[config.mk]
export PLATFORM = sky130hd
export DESIGN_NAME = shuffled_lehmer_random_generator_unit
export DESIGN_NICKNAME = d
export VERILOG_FILES = /design/src/hdl/slrg_pkg.sv /design/src/hdl/slrg_modmul.sv /design/src/hdl/slrg_table.sv /design/src/hdl/shuffled_lehmer_random_generator_unit.sv
export SDC_FILE = /design/constraint.sdc
export NUM_CORES = 2
export LEC_CHECK = 0
export ABC_CLOCK_PERIOD_IN_PS = 10900
export BUFFER_PORTS_ARGS = -buffer_cell sky130_fd_sc_hd__buf_2
export CAP_MARGIN = 20
export CORE_MARGIN = 2
export CORE_UTILIZATION = 55
export DETAILED_ROUTE_END_ITERATION = 12
export PLACE_DENSITY_LB_ADDON = 0.15
export SYNTH_ARGS = -nofsm -noshare
export SYNTH_HDL_FRONTEND = slang
export SYNTH_HIERARCHICAL = 1
export SYNTH_SLANG_ARGS = --single-unit
export TNS_END_PERCENT = 1
[constraint.sdc]
create_clock -name clock -period 10.9 [get_ports clock]
set_input_delay 1.09 -clock clock [delete_from_list [all_inputs] [get_ports clock]]
set_output_delay 1.09 -clock clock [all_outputs]
set_load 0.02 [all_outputs]
[src/hdl/slrg_pkg.sv]
// Shared constants and types for the shuffled Lehmer random generator.
// No dependencies; every other file refers to it by scoped names.
package slrg_pkg;

   localparam int TABLE_ENTRIES = 32;
   localparam int WORD_W        = 31;
   localparam int IDX_W         = $clog2(TABLE_ENTRIES);
   localparam int WARM_STEPS    = TABLE_ENTRIES + 8;
   localparam int STEP_W        = $clog2(WARM_STEPS);

   localparam int MULT_W        = 15;
   localparam int PROD_W        = WORD_W + MULT_W;

   localparam logic [MULT_W-1:0] LCG_MULT = MULT_W'(16807);
   localparam logic [WORD_W-1:0] LCG_MOD  = {WORD_W{1'b1}};

   // Divisor that maps a 31-bit output onto a table slot.
   localparam int SLOT_DIV = 1 + (2147483646 / TABLE_ENTRIES);

   typedef struct packed {
      logic             en;
      logic [IDX_W-1:0] addr;
      logic [WORD_W-1:0] data;
   } tbl_wr_type;

endpackage

[src/hdl/slrg_modmul.sv]
// Shared step unit: 16807 * x mod (2^31 - 1), one registered product then a fold.
// Depends on slrg_pkg.
module slrg_modmul (
   input  logic                        clock,
   input  logic                        load,
   input  logic [slrg_pkg::WORD_W-1:0] x,
   output logic [slrg_pkg::WORD_W-1:0] result
);

   logic [slrg_pkg::PROD_W-1:0] prod_ff;
   logic [slrg_pkg::WORD_W:0]   fold_sum;

   always_ff @(posedge clock) begin
      if (load) begin
         prod_ff <= slrg_pkg::PROD_W'(x) * slrg_pkg::PROD_W'(slrg_pkg::LCG_MULT);
      end
   end

   // 2^31 == 1 mod M: add high part to low part, subtract M at most once.
   always_comb begin
      fold_sum = {1'b0, prod_ff[slrg_pkg::WORD_W-1:0]}
               + (slrg_pkg::WORD_W+1)'(prod_ff[slrg_pkg::PROD_W-1:slrg_pkg::WORD_W]);
      if (fold_sum >= {1'b0, slrg_pkg::LCG_MOD}) begin
         result = slrg_pkg::WORD_W'(fold_sum - {1'b0, slrg_pkg::LCG_MOD});
      end else begin
         result = fold_sum[slrg_pkg::WORD_W-1:0];
      end
   end

endmodule

[src/hdl/slrg_table.sv]
// Shuffle table memory: one write port, one read port with registered data.
// Depends on slrg_pkg.
module slrg_table (
   input  logic                        clock,
   input  slrg_pkg::tbl_wr_type        wr,
   input  logic                        rd_en,
   input  logic [slrg_pkg::IDX_W-1:0]  rd_addr,
   output logic [slrg_pkg::WORD_W-1:0] rd_data
);

   logic [slrg_pkg::WORD_W-1:0] table_mem_ff [slrg_pkg::TABLE_ENTRIES];
   logic [slrg_pkg::WORD_W-1:0] rd_data_ff;

   always_ff @(posedge clock) begin
      if (wr.en) begin
         table_mem_ff[wr.addr] <= wr.data;
      end
      if (rd_en) begin
         rd_data_ff <= table_mem_ff[rd_addr];
      end
   end

   assign rd_data = rd_data_ff;

endmodule

[src/hdl/shuffled_lehmer_random_generator_unit.sv]
// Shuffled minimal-standard generator: Lehmer x' = 16807x mod (2^31-1) behind a 32-entry shuffle.
// An accepted draw runs the multiply, fold and completion states, then rsp_valid; a reseed or
// an unseeded draw first runs a warm-up of 40 steps, each a multiply state then a fold state
// through the shared modular multiplier. A new request stalls until the last one is done.
// Reset (synchronous, active high): generator word 1, last output 0 (unseeded), idle;
// the shuffle table is not cleared, every read of it follows a warm-up.
module shuffled_lehmer_random_generator_unit (
   input  logic                        clock,
   input  logic                        reset,
   input  logic                        req_valid,
   output logic                        req_stall,
   input  logic                        req_action,
   input  logic signed [31:0]          req_seed,
   output logic                        rsp_valid,
   input  logic                        rsp_stall,
   output logic [slrg_pkg::WORD_W-1:0] rsp_random_value
);

   localparam logic [2:0] ST_IDLE      = 3'd0;
   localparam logic [2:0] ST_WARM_MUL  = 3'd1;
   localparam logic [2:0] ST_WARM_FOLD = 3'd2;
   localparam logic [2:0] ST_DRAW_MUL  = 3'd3;
   localparam logic [2:0] ST_DRAW_FOLD = 3'd4;
   localparam logic [2:0] ST_DONE      = 3'd5;

   logic [2:0]                   state_ff,  state_in;
   logic [slrg_pkg::STEP_W-1:0]  step_ff,   step_in;
   logic [slrg_pkg::WORD_W-1:0]  gen_ff,    gen_in;
   logic [slrg_pkg::WORD_W-1:0]  last_ff,   last_in;
   logic                         rsp_valid_ff, rsp_valid_in;
   logic [slrg_pkg::WORD_W-1:0]  rsp_value_ff, rsp_value_in;

   logic                         accept;
   logic                         need_warm;
   logic [31:0]                  seed_mag;
   logic [slrg_pkg::WORD_W-1:0]  seed_start;
   logic [slrg_pkg::WORD_W-1:0]  step_result;
   logic                         mul_load;
   logic [slrg_pkg::IDX_W-1:0]   slot;
   logic [slrg_pkg::WORD_W-1:0]  picked;
   slrg_pkg::tbl_wr_type         tbl_wr;

   // One item at a time: stall whenever the sequencer is busy.
   assign req_stall = (state_ff != ST_IDLE);
   assign accept    = req_valid && !req_stall;

   // Warm up on a reseed or whenever the generator is not yet seeded.
   assign need_warm = req_action || (last_ff == '0) || (gen_ff == '0);

   // Negative seed: magnitude in 1..2^31, reduced once mod 2^31-1. Others start at 1.
   assign seed_mag = ~req_seed + 32'd1;
   always_comb begin
      if (!req_seed[31]) begin
         seed_start = slrg_pkg::WORD_W'(1);
      end else if (seed_mag == {1'b0, slrg_pkg::LCG_MOD}) begin
         seed_start = '0;
      end else if (seed_mag[31]) begin
         seed_start = slrg_pkg::WORD_W'(1);
      end else begin
         seed_start = seed_mag[slrg_pkg::WORD_W-1:0];
      end
   end

   // Top bits of the last output select the slot.
   assign slot = slrg_pkg::IDX_W'(last_ff / slrg_pkg::SLOT_DIV);

   assign mul_load = (state_ff == ST_WARM_MUL) || (state_ff == ST_DRAW_MUL);

   slrg_modmul u_modmul (
      .clock  (clock),
      .load   (mul_load),
      .x      (gen_ff),
      .result (step_result)
   );

   slrg_table u_table (
      .clock   (clock),
      .wr      (tbl_wr),
      .rd_en   (state_ff == ST_DRAW_MUL),
      .rd_addr (slot),
      .rd_data (picked)
   );

   // Table writes: warm-up fills from the top index down, a draw refills its slot.
   always_comb begin
      tbl_wr.en   = 1'b0;
      tbl_wr.addr = slot;
      tbl_wr.data = step_result;
      if (state_ff == ST_WARM_FOLD) begin
         tbl_wr.en   = (step_ff < slrg_pkg::STEP_W'(slrg_pkg::TABLE_ENTRIES));
         tbl_wr.addr = step_ff[slrg_pkg::IDX_W-1:0];
      end else if (state_ff == ST_DRAW_FOLD) begin
         tbl_wr.en   = 1'b1;
      end
   end

   // Sequencer.
   always_comb begin
      state_in     = state_ff;
      step_in      = step_ff;
      gen_in       = gen_ff;
      last_in      = last_ff;
      rsp_value_in = rsp_value_ff;
      rsp_valid_in = rsp_valid_ff && rsp_stall;

      case (state_ff)
         ST_IDLE: begin
            if (accept) begin
               if (need_warm) begin
                  gen_in   = req_action ? seed_start : slrg_pkg::WORD_W'(1);
                  step_in  = slrg_pkg::STEP_W'(slrg_pkg::WARM_STEPS - 1);
                  state_in = ST_WARM_MUL;
               end else begin
                  state_in = ST_DRAW_MUL;
               end
            end
         end
         ST_WARM_MUL: begin
            state_in = ST_WARM_FOLD;
         end
         ST_WARM_FOLD: begin
            gen_in = step_result;
            if (step_ff == '0) begin
               // Entry 0 was just written: it becomes the last output.
               last_in  = step_result;
               state_in = ST_DRAW_MUL;
            end else begin
               step_in  = step_ff - slrg_pkg::STEP_W'(1);
               state_in = ST_WARM_MUL;
            end
         end
         ST_DRAW_MUL: begin
            state_in = ST_DRAW_FOLD;
         end
         ST_DRAW_FOLD: begin
            gen_in   = step_result;
            last_in  = picked;
            state_in = ST_DONE;
         end
         ST_DONE: begin
            // Hold until the output register is free.
            if (!rsp_valid_ff || !rsp_stall) begin
               rsp_valid_in = 1'b1;
               rsp_value_in = last_ff;
               state_in     = ST_IDLE;
            end
         end
         default: begin
            state_in = ST_IDLE;
         end
      endcase
   end

   always_ff @(posedge clock) begin
      if (reset) begin
         state_ff     <= ST_IDLE;
         step_ff      <= '0;
         gen_ff       <= slrg_pkg::WORD_W'(1);
         last_ff      <= '0;
         rsp_valid_ff <= 1'b0;
      end else begin
         state_ff     <= state_in;
         step_ff      <= step_in;
         gen_ff       <= gen_in;
         last_ff      <= last_in;
         rsp_valid_ff <= rsp_valid_in;
      end
   end

   always_ff @(posedge clock) begin
      rsp_value_ff <= rsp_value_in;
   end

   assign rsp_valid        = rsp_valid_ff;
   assign rsp_random_value = rsp_value_ff;

   // A result appears only out of the completion state.
   a_rsp_from_done: assert property (@(posedge clock) disable iff (reset)
      $rose(rsp_valid) |-> $past(state_ff == ST_DONE))
      else $error("rsp_valid rose outside the completion state");

   // The draw fold always follows its multiply cycle.
   a_fold_after_mul: assert property (@(posedge clock) disable iff (reset)
      (state_ff == ST_DRAW_FOLD) |-> $past(state_ff == ST_DRAW_MUL))
      else $error("draw fold without a preceding multiply");

   // An accepted transaction starts either a warm-up or a draw.
   a_accept_starts: assert property (@(posedge clock) disable iff (reset)
      (req_valid && !req_stall) |=> (state_ff == ST_WARM_MUL || state_ff == ST_DRAW_MUL))
      else $error("accepted transaction did not start the sequencer");

endmodule

Word level (Yosys, flattened, before mapping)
Memories as Yosys holds them, arrays and structs flattened. A register that Yosys moved wholly into a read port is not among the register bits.
Cells that the tools add are included.
{ "classes": {"eq_ne": 11, "n_reduce_logical": 23, "n_div": 0, "bitwise_logic": 1, "n_mul": 1, "add_sub_neg": 4, "magnitude_cmp": 2, "n_shift": 0, "n_mux": 26} }
{ "ops": {"columns": ["operator", "n"], "rows": [
  ["31-bit 2-to-1 mux", 8],
  ["31-bit one-hot mux with 2 select lines", 2],
  ["31-bit zero test", 2],
  ["31-bit by 15-bit multiplier with 46-bit output, second input constant", 1],
  ["31-bit by 15-bit adder with 32-bit output", 1],
  ["32-bit by 1-bit adder with 32-bit output, second input constant", 1],
  ["32-bit by 31-bit == test with 1-bit output, second input constant", 1],
  ["32-bit by 31-bit greater-or-equal comparator with 1-bit output, second input constant", 1],
  ["32-bit NOT", 1],
  ["31-bit subtractor, second input constant", 1],
  ["6-bit 2-to-1 mux", 3],
  ["3-bit one-hot mux with 6 select lines", 1],
  ["6-bit one-hot mux with 2 select lines", 1],
  ["2-bit inequality test, second input constant", 4],
  ["3-bit by 2-bit == test with 1-bit output, second input constant", 2],
  ["3-bit == test, second input constant", 2],
  ["6-bit zero test", 1],
  ["6-bit < comparator, second input constant", 1],
  ["1-bit 2-to-1 mux", 6],
  ["3-bit 2-to-1 mux", 2],
  ["2-bit AND reduction", 3],
  ["2-bit nonzero test", 3],
  ["6-bit by 1-bit subtractor with 6-bit output, second input constant", 1],
  ["5-bit 2-to-1 mux", 1],
  ["11 further kinds", 18]
]} }
{ "totals": {"reg_bits": 149, "output_inout_bits": 33, "elab_cells": 76, "input_bits": 37, "mem_count": 1, "ram_bits": 992, "rom_bits": 0, "latchBits": 0} }
{ "mem_list": {"columns": ["memory", "depth", "word_bits", "read_ports", "rd_clocked_by_memory_dff", "write_ports", "line", "rtl"], "rows": [
  ["u_table.table_mem_ff", 32, 31, 1, 1, 1, "slrg_table.sv:11", "logic [slrg_pkg::WORD_W-1:0] table_mem_ff [slrg_pkg::TABLE_ENTRIES];"]
]} }

Depth between registers and ports, before layout
{ "depth": {"ltp_word": 9, "mapped_depth": 24, "mapped_depth_nobuf": 23} }

Modules after synthesis
The synthesis kept the hierarchy.
{ "by_module_without_submodules": {"columns": ["mod", "seq_area_each_um2", "cells_each", "instances", "area_each_um2"], "rows": [
  ["slrg_table", 30719.5, 2192, 1, 39474.1],
  ["slrg_modmul", 1381.3, 1204, 1, 11044.3],
  ["shuffled_lehmer_random_generator_unit", 2372.3, 560, 1, 5190.0]
]} }

Worst setup path before layout
OpenSTA, ideal clock, no wires.
{ "synth_timing": {"kind": "reg-to-reg", "from": "register gen_ff[13] in the netlist's numbering", "to": "register u_modmul/prod_ff[44] in the netlist's numbering (data pin)", "required_ns": 10.636, "synth_period_minus_slack_ns": 6.387, "path_stages_with_launch": 24, "setup_slack_ns": 4.513, "arrival_ns": 6.124, "setup_time_ns": 0.264, "path_buffers": 0, "path_cell_list": "dfxtp_1 inv_1 fa_1 inv_1 ha_1 fa_1 inv_1 fa_1 inv_1 fa_1 inv_1 fa_1 inv_1 ha_1 and2_1 a211oi_1 inv_1 o311a_1 o21ai_0 o21a_1 o21ai_0 a221o_1 a221oi_1 xnor2_1"} }
{ "synth_via": {"elab_chain_cells": 1} }
{ "synth_rtl": {"columns": ["item", "line", "rtl"], "rows": [
  ["start, declared", "shuffled_lehmer_random_generator_unit.sv:28", "logic [slrg_pkg::WORD_W-1:0] gen_ff, gen_in;"],
  ["start signal, assigned", "shuffled_lehmer_random_generator_unit.sv:158", "gen_ff <= slrg_pkg::WORD_W'(1);"],
  ["start signal, assigned", "shuffled_lehmer_random_generator_unit.sv:164", "gen_ff <= gen_in;"],
  ["31-bit by 15-bit multiplier with 46-bit output", "slrg_modmul.sv:15", "prod_ff <= slrg_pkg::PROD_W'(x) * slrg_pkg::PROD_W'(slrg_pkg::LCG_MULT);"],
  ["end signal, assigned", "slrg_modmul.sv:15", null],
  ["end, declared", "slrg_modmul.sv:10", "logic [slrg_pkg::PROD_W-1:0] prod_ff;"]
]} }
No other way between the ends.
A chain may end at the register's enable or synchronous reset.

Final worst setup path
{ "layout_timing": {"from": "register gen_ff[15] in the netlist's numbering", "to": "register u_modmul/prod_ff[44] in the netlist's numbering (data pin)"} }
Same word-level chain as after synthesis.

==> flow_metrics.env <==
export IMPL_status="completed"
export IMPL_place_area_mm2=0.0580
export IMPL_hold_depth=2
export IMPL_reg2reg_from="gen_ff[15]"
export IMPL_fin_tns_setup_ns=0
export IMPL_syn_nets=4334
export IMPL_yosysTopAreaCell="edfxtp_1"
export IMPL_required_ns=11.33
export IMPL_io_buffers=69
export IMPL_numCtsBuffers=116
export IMPL_grt_overflow=0
export IMPL_grt_pass1_vias=32600
export IMPL_yosysMostFrequentCell="edfxtp_1"
export IMPL_r2r_end="u_modmul/prod_ff[44]"
export IMPL_syn_mean_instance_area_um2=14.1
export IMPL_synth_edff_count=1100
export IMPL_design_area_mm2=0.0619
export IMPL_grt_use_total=0.277
export IMPL_slew_violations=0
export IMPL_netlist_area_mm2=0.0557
export IMPL_finalCritPeriodShare=0.648
export IMPL_ys_seq_elements=1172
export IMPL_async_flop_share=0
export IMPL_cts_tree="built"
export IMPL_fmax_mhz=142
export IMPL_ys_types=96
export IMPL_clock_latency_ns=0.71
export IMPL_avgViaCountPerCell=6.10
export IMPL_layout_nets=4422
export IMPL_synth_cells=3956
export IMPL_drt_iter0_drc=3015
export IMPL_dr_pass1_iters=5
export IMPL_die_h_um=322
export IMPL_ant_nets=0
export IMPL_criticalPathCategory="register to register"
export IMPL_row_count=116
export IMPL_dieArea_mm2=0.104
export IMPL_clk_path_buf_depth=3
export IMPL_wl_per_cell_um=26.1
export IMPL_ys_warn_count=6
export IMPL_die_x_um=322
export IMPL_hold_path_end="step_ff[1]"
export IMPL_routed_wl_um=144000
export IMPL_r2r_slack_ns=3.83
export IMPL_io_pins=70
export IMPL_rsz0062_at_grt="false"
export IMPL_cp_end_kind="register"
export IMPL_hold_violations=0
export IMPL_cp_start_kind="register"
export IMPL_hpwl_um=86900
export IMPL_numClockSinks=1172
export IMPL_cts_root_buf="clkbuf_16"
export IMPL_antenna_found_initial=2
export IMPL_drive_gt1_frac=0.110
export IMPL_hold_buffers=0
export IMPL_relSlewSlack=0.0871
export IMPL_worstPathArrival_ns=7.50
export IMPL_finalSetupViolCount=0
export IMPL_clock_skew_ns=0.0227
export IMPL_drt_drc_violations_left=0
export IMPL_design_core_area_mm2=0.100
export IMPL_fillers=7544
export IMPL_htreeDepth=3
export IMPL_maxCapViolations=0
export IMPL_synth_top_cell_area_share=0.593
export IMPL_synthFlopType="edfxtp_1"
export IMPL_period_minus_slack_ns=7.07
export IMPL_gp_congestion=0.886
export IMPL_synthTopCellsByCount="1100 x edfxtp_1, 527 x mux2i_1, 327 x inv_1"
export IMPL_min_from="step_ff[1]"
export IMPL_grt_max_degree=140
export IMPL_tightestPinTransition_ns=1.37
export IMPL_clk_pin_slew_ns=0.07
export IMPL_post_cts_setup_buffers=0
export IMPL_cp_max_fo=7
export IMPL_via_count=33600
export IMPL_grt_pass1_wl_um=211000
export IMPL_area_growth_pct=11.1
export IMPL_initial_utilization=0.555
export IMPL_hold_class="register to register"
export IMPL_cts_resized=0
export IMPL_yosysSeqAreaShare=0.619
export IMPL_synth_area_leaders="edfxtp_1 59%, mux2i_1 9.5%, fa_1 4.8%, ha_1 4.6%, dfxtp_1 2.6%"
export IMPL_rr_worst_depth=23
[placed cells by master (no fill, tap or decap), types with 43 or more instances in the layout]
cell type	netlist	layout
nor2_1	163	115
a211oi_1	43	43
buf_4	36	90
buf_2	36	68
a21oi_1	167	165
dfxtp_1	72	71
nand3_1	123	123
a22oi_1	96	96
mux2i_1	527	527
fa_1	134	134
edfxtp_1	1100	1100
a21o_1	43	43
xnor2_1	70	59
clkbuf_16	0	117
nor3_1	85	85
inv_1	327	327
ha_1	207	207
nand2_1	163	162
a22o_1	62	62
[worst max-delay path: stages, from the launching register on]
cell and delay, ns:
dfxtp_1 0.53, inv_1 0.19, fa_1 0.52, inv_1 0.05, ha_1 0.28, fa_1 0.51
inv_1 0.05, fa_1 0.47, inv_1 0.05, fa_1 0.53, inv_1 0.05, fa_1 0.52
inv_1 0.04, ha_1 0.33, and2_1 0.16, a211oi_1 0.36, inv_1 0.11, o311a_1 0.36
o21ai_0 0.43, o21a_1 0.27, o21ai_0 0.15, a221o_1 0.37, a221oi_1 0.34, xnor2_1 0.12
[flip-flops by register name, indices dropped and copies added, names as in the netlist]
register and cells:
u_modmul/prod_ff 46, u_table/table_mem_ff 992, state_ff 3, gen_ff 31, u_table/rd_data 31, last_ff 31, step_ff 6, rsp_random_value 31
rsp_valid 1
[worst max-delay path by stage]
stage	start	slack (ns)	endpoint
floorplan	gen_ff[13]	4.51	u_modmul/prod_ff[44]
global placement	gen_ff[15]	3.92	u_modmul/prod_ff[44]
detailed placement	gen_ff[15]	3.90	u_modmul/prod_ff[44]
CTS	gen_ff[15]	3.89	u_modmul/prod_ff[44]
global route	gen_ff[15]	3.46	u_modmul/prod_ff[44]
finish	gen_ff[15]	3.83	u_modmul/prod_ff[44]
[cell type report]
type	instances	area, µm²	area share
diodes	1	2.50	0.0000404
clock buffers	136	3000	0.0485
clock inverters	86	891	0.0144
inverters	327	1230	0.0198
multi-input cells	2267	19500	0.316
flip-flops and latches	1172	34500	0.557
well taps	1357	1700	0.0274
repair buffers	160	1060	0.0171
[through the flow]
| stage | instances | setup slack [ns] | utilization | hold WS [ns] |
|---|---|---|---|---|
| after floorplan | 3956 | 4.51 | - | 0.430 |
| after global placement | 5283 | 3.92 | 0.578 | 0.458 |
| after detailed placement | 5283 | 3.90 | 0.578 | 0.453 |
| after CTS | 5505 | 3.89 | 0.617 | 0.468 |
| after global routing | 5505 | 3.46 | 0.617 | 0.495 |
| final | 5506 | 3.83 | 0.617 | 0.470 |
[cells by family (layout without fill, tap and decap cells)]
logic type | after synthesis | in the layout | synth area share
xor+xnor | 103 | 103 | 0.0162
flops | 1172 | 1172 | 0.619
mux | 528 | 528 | 0.0949
buf+inv | 517 | 709 | 0.0390
fa+ha+maj | 341 | 341 | 0.0946
simple gates | 702 | 702 | 0.0614
compound gates | 593 | 593 | 0.0750
other cells | 0 | 1 | 0
[per-layer routing]
layer	part of all wire	track usage	vias up
met1	0.42	0.377	17200
met4	0.033	0.0964	0
met5	0	0	-
li1	-	-	15000
met2	0.49	0.463	1120
met3	0.059	0.0325	239
Power is left out: the tool's default activity adds up to more than one toggle a clock period on the data nets, which glitch-free logic cannot reach.
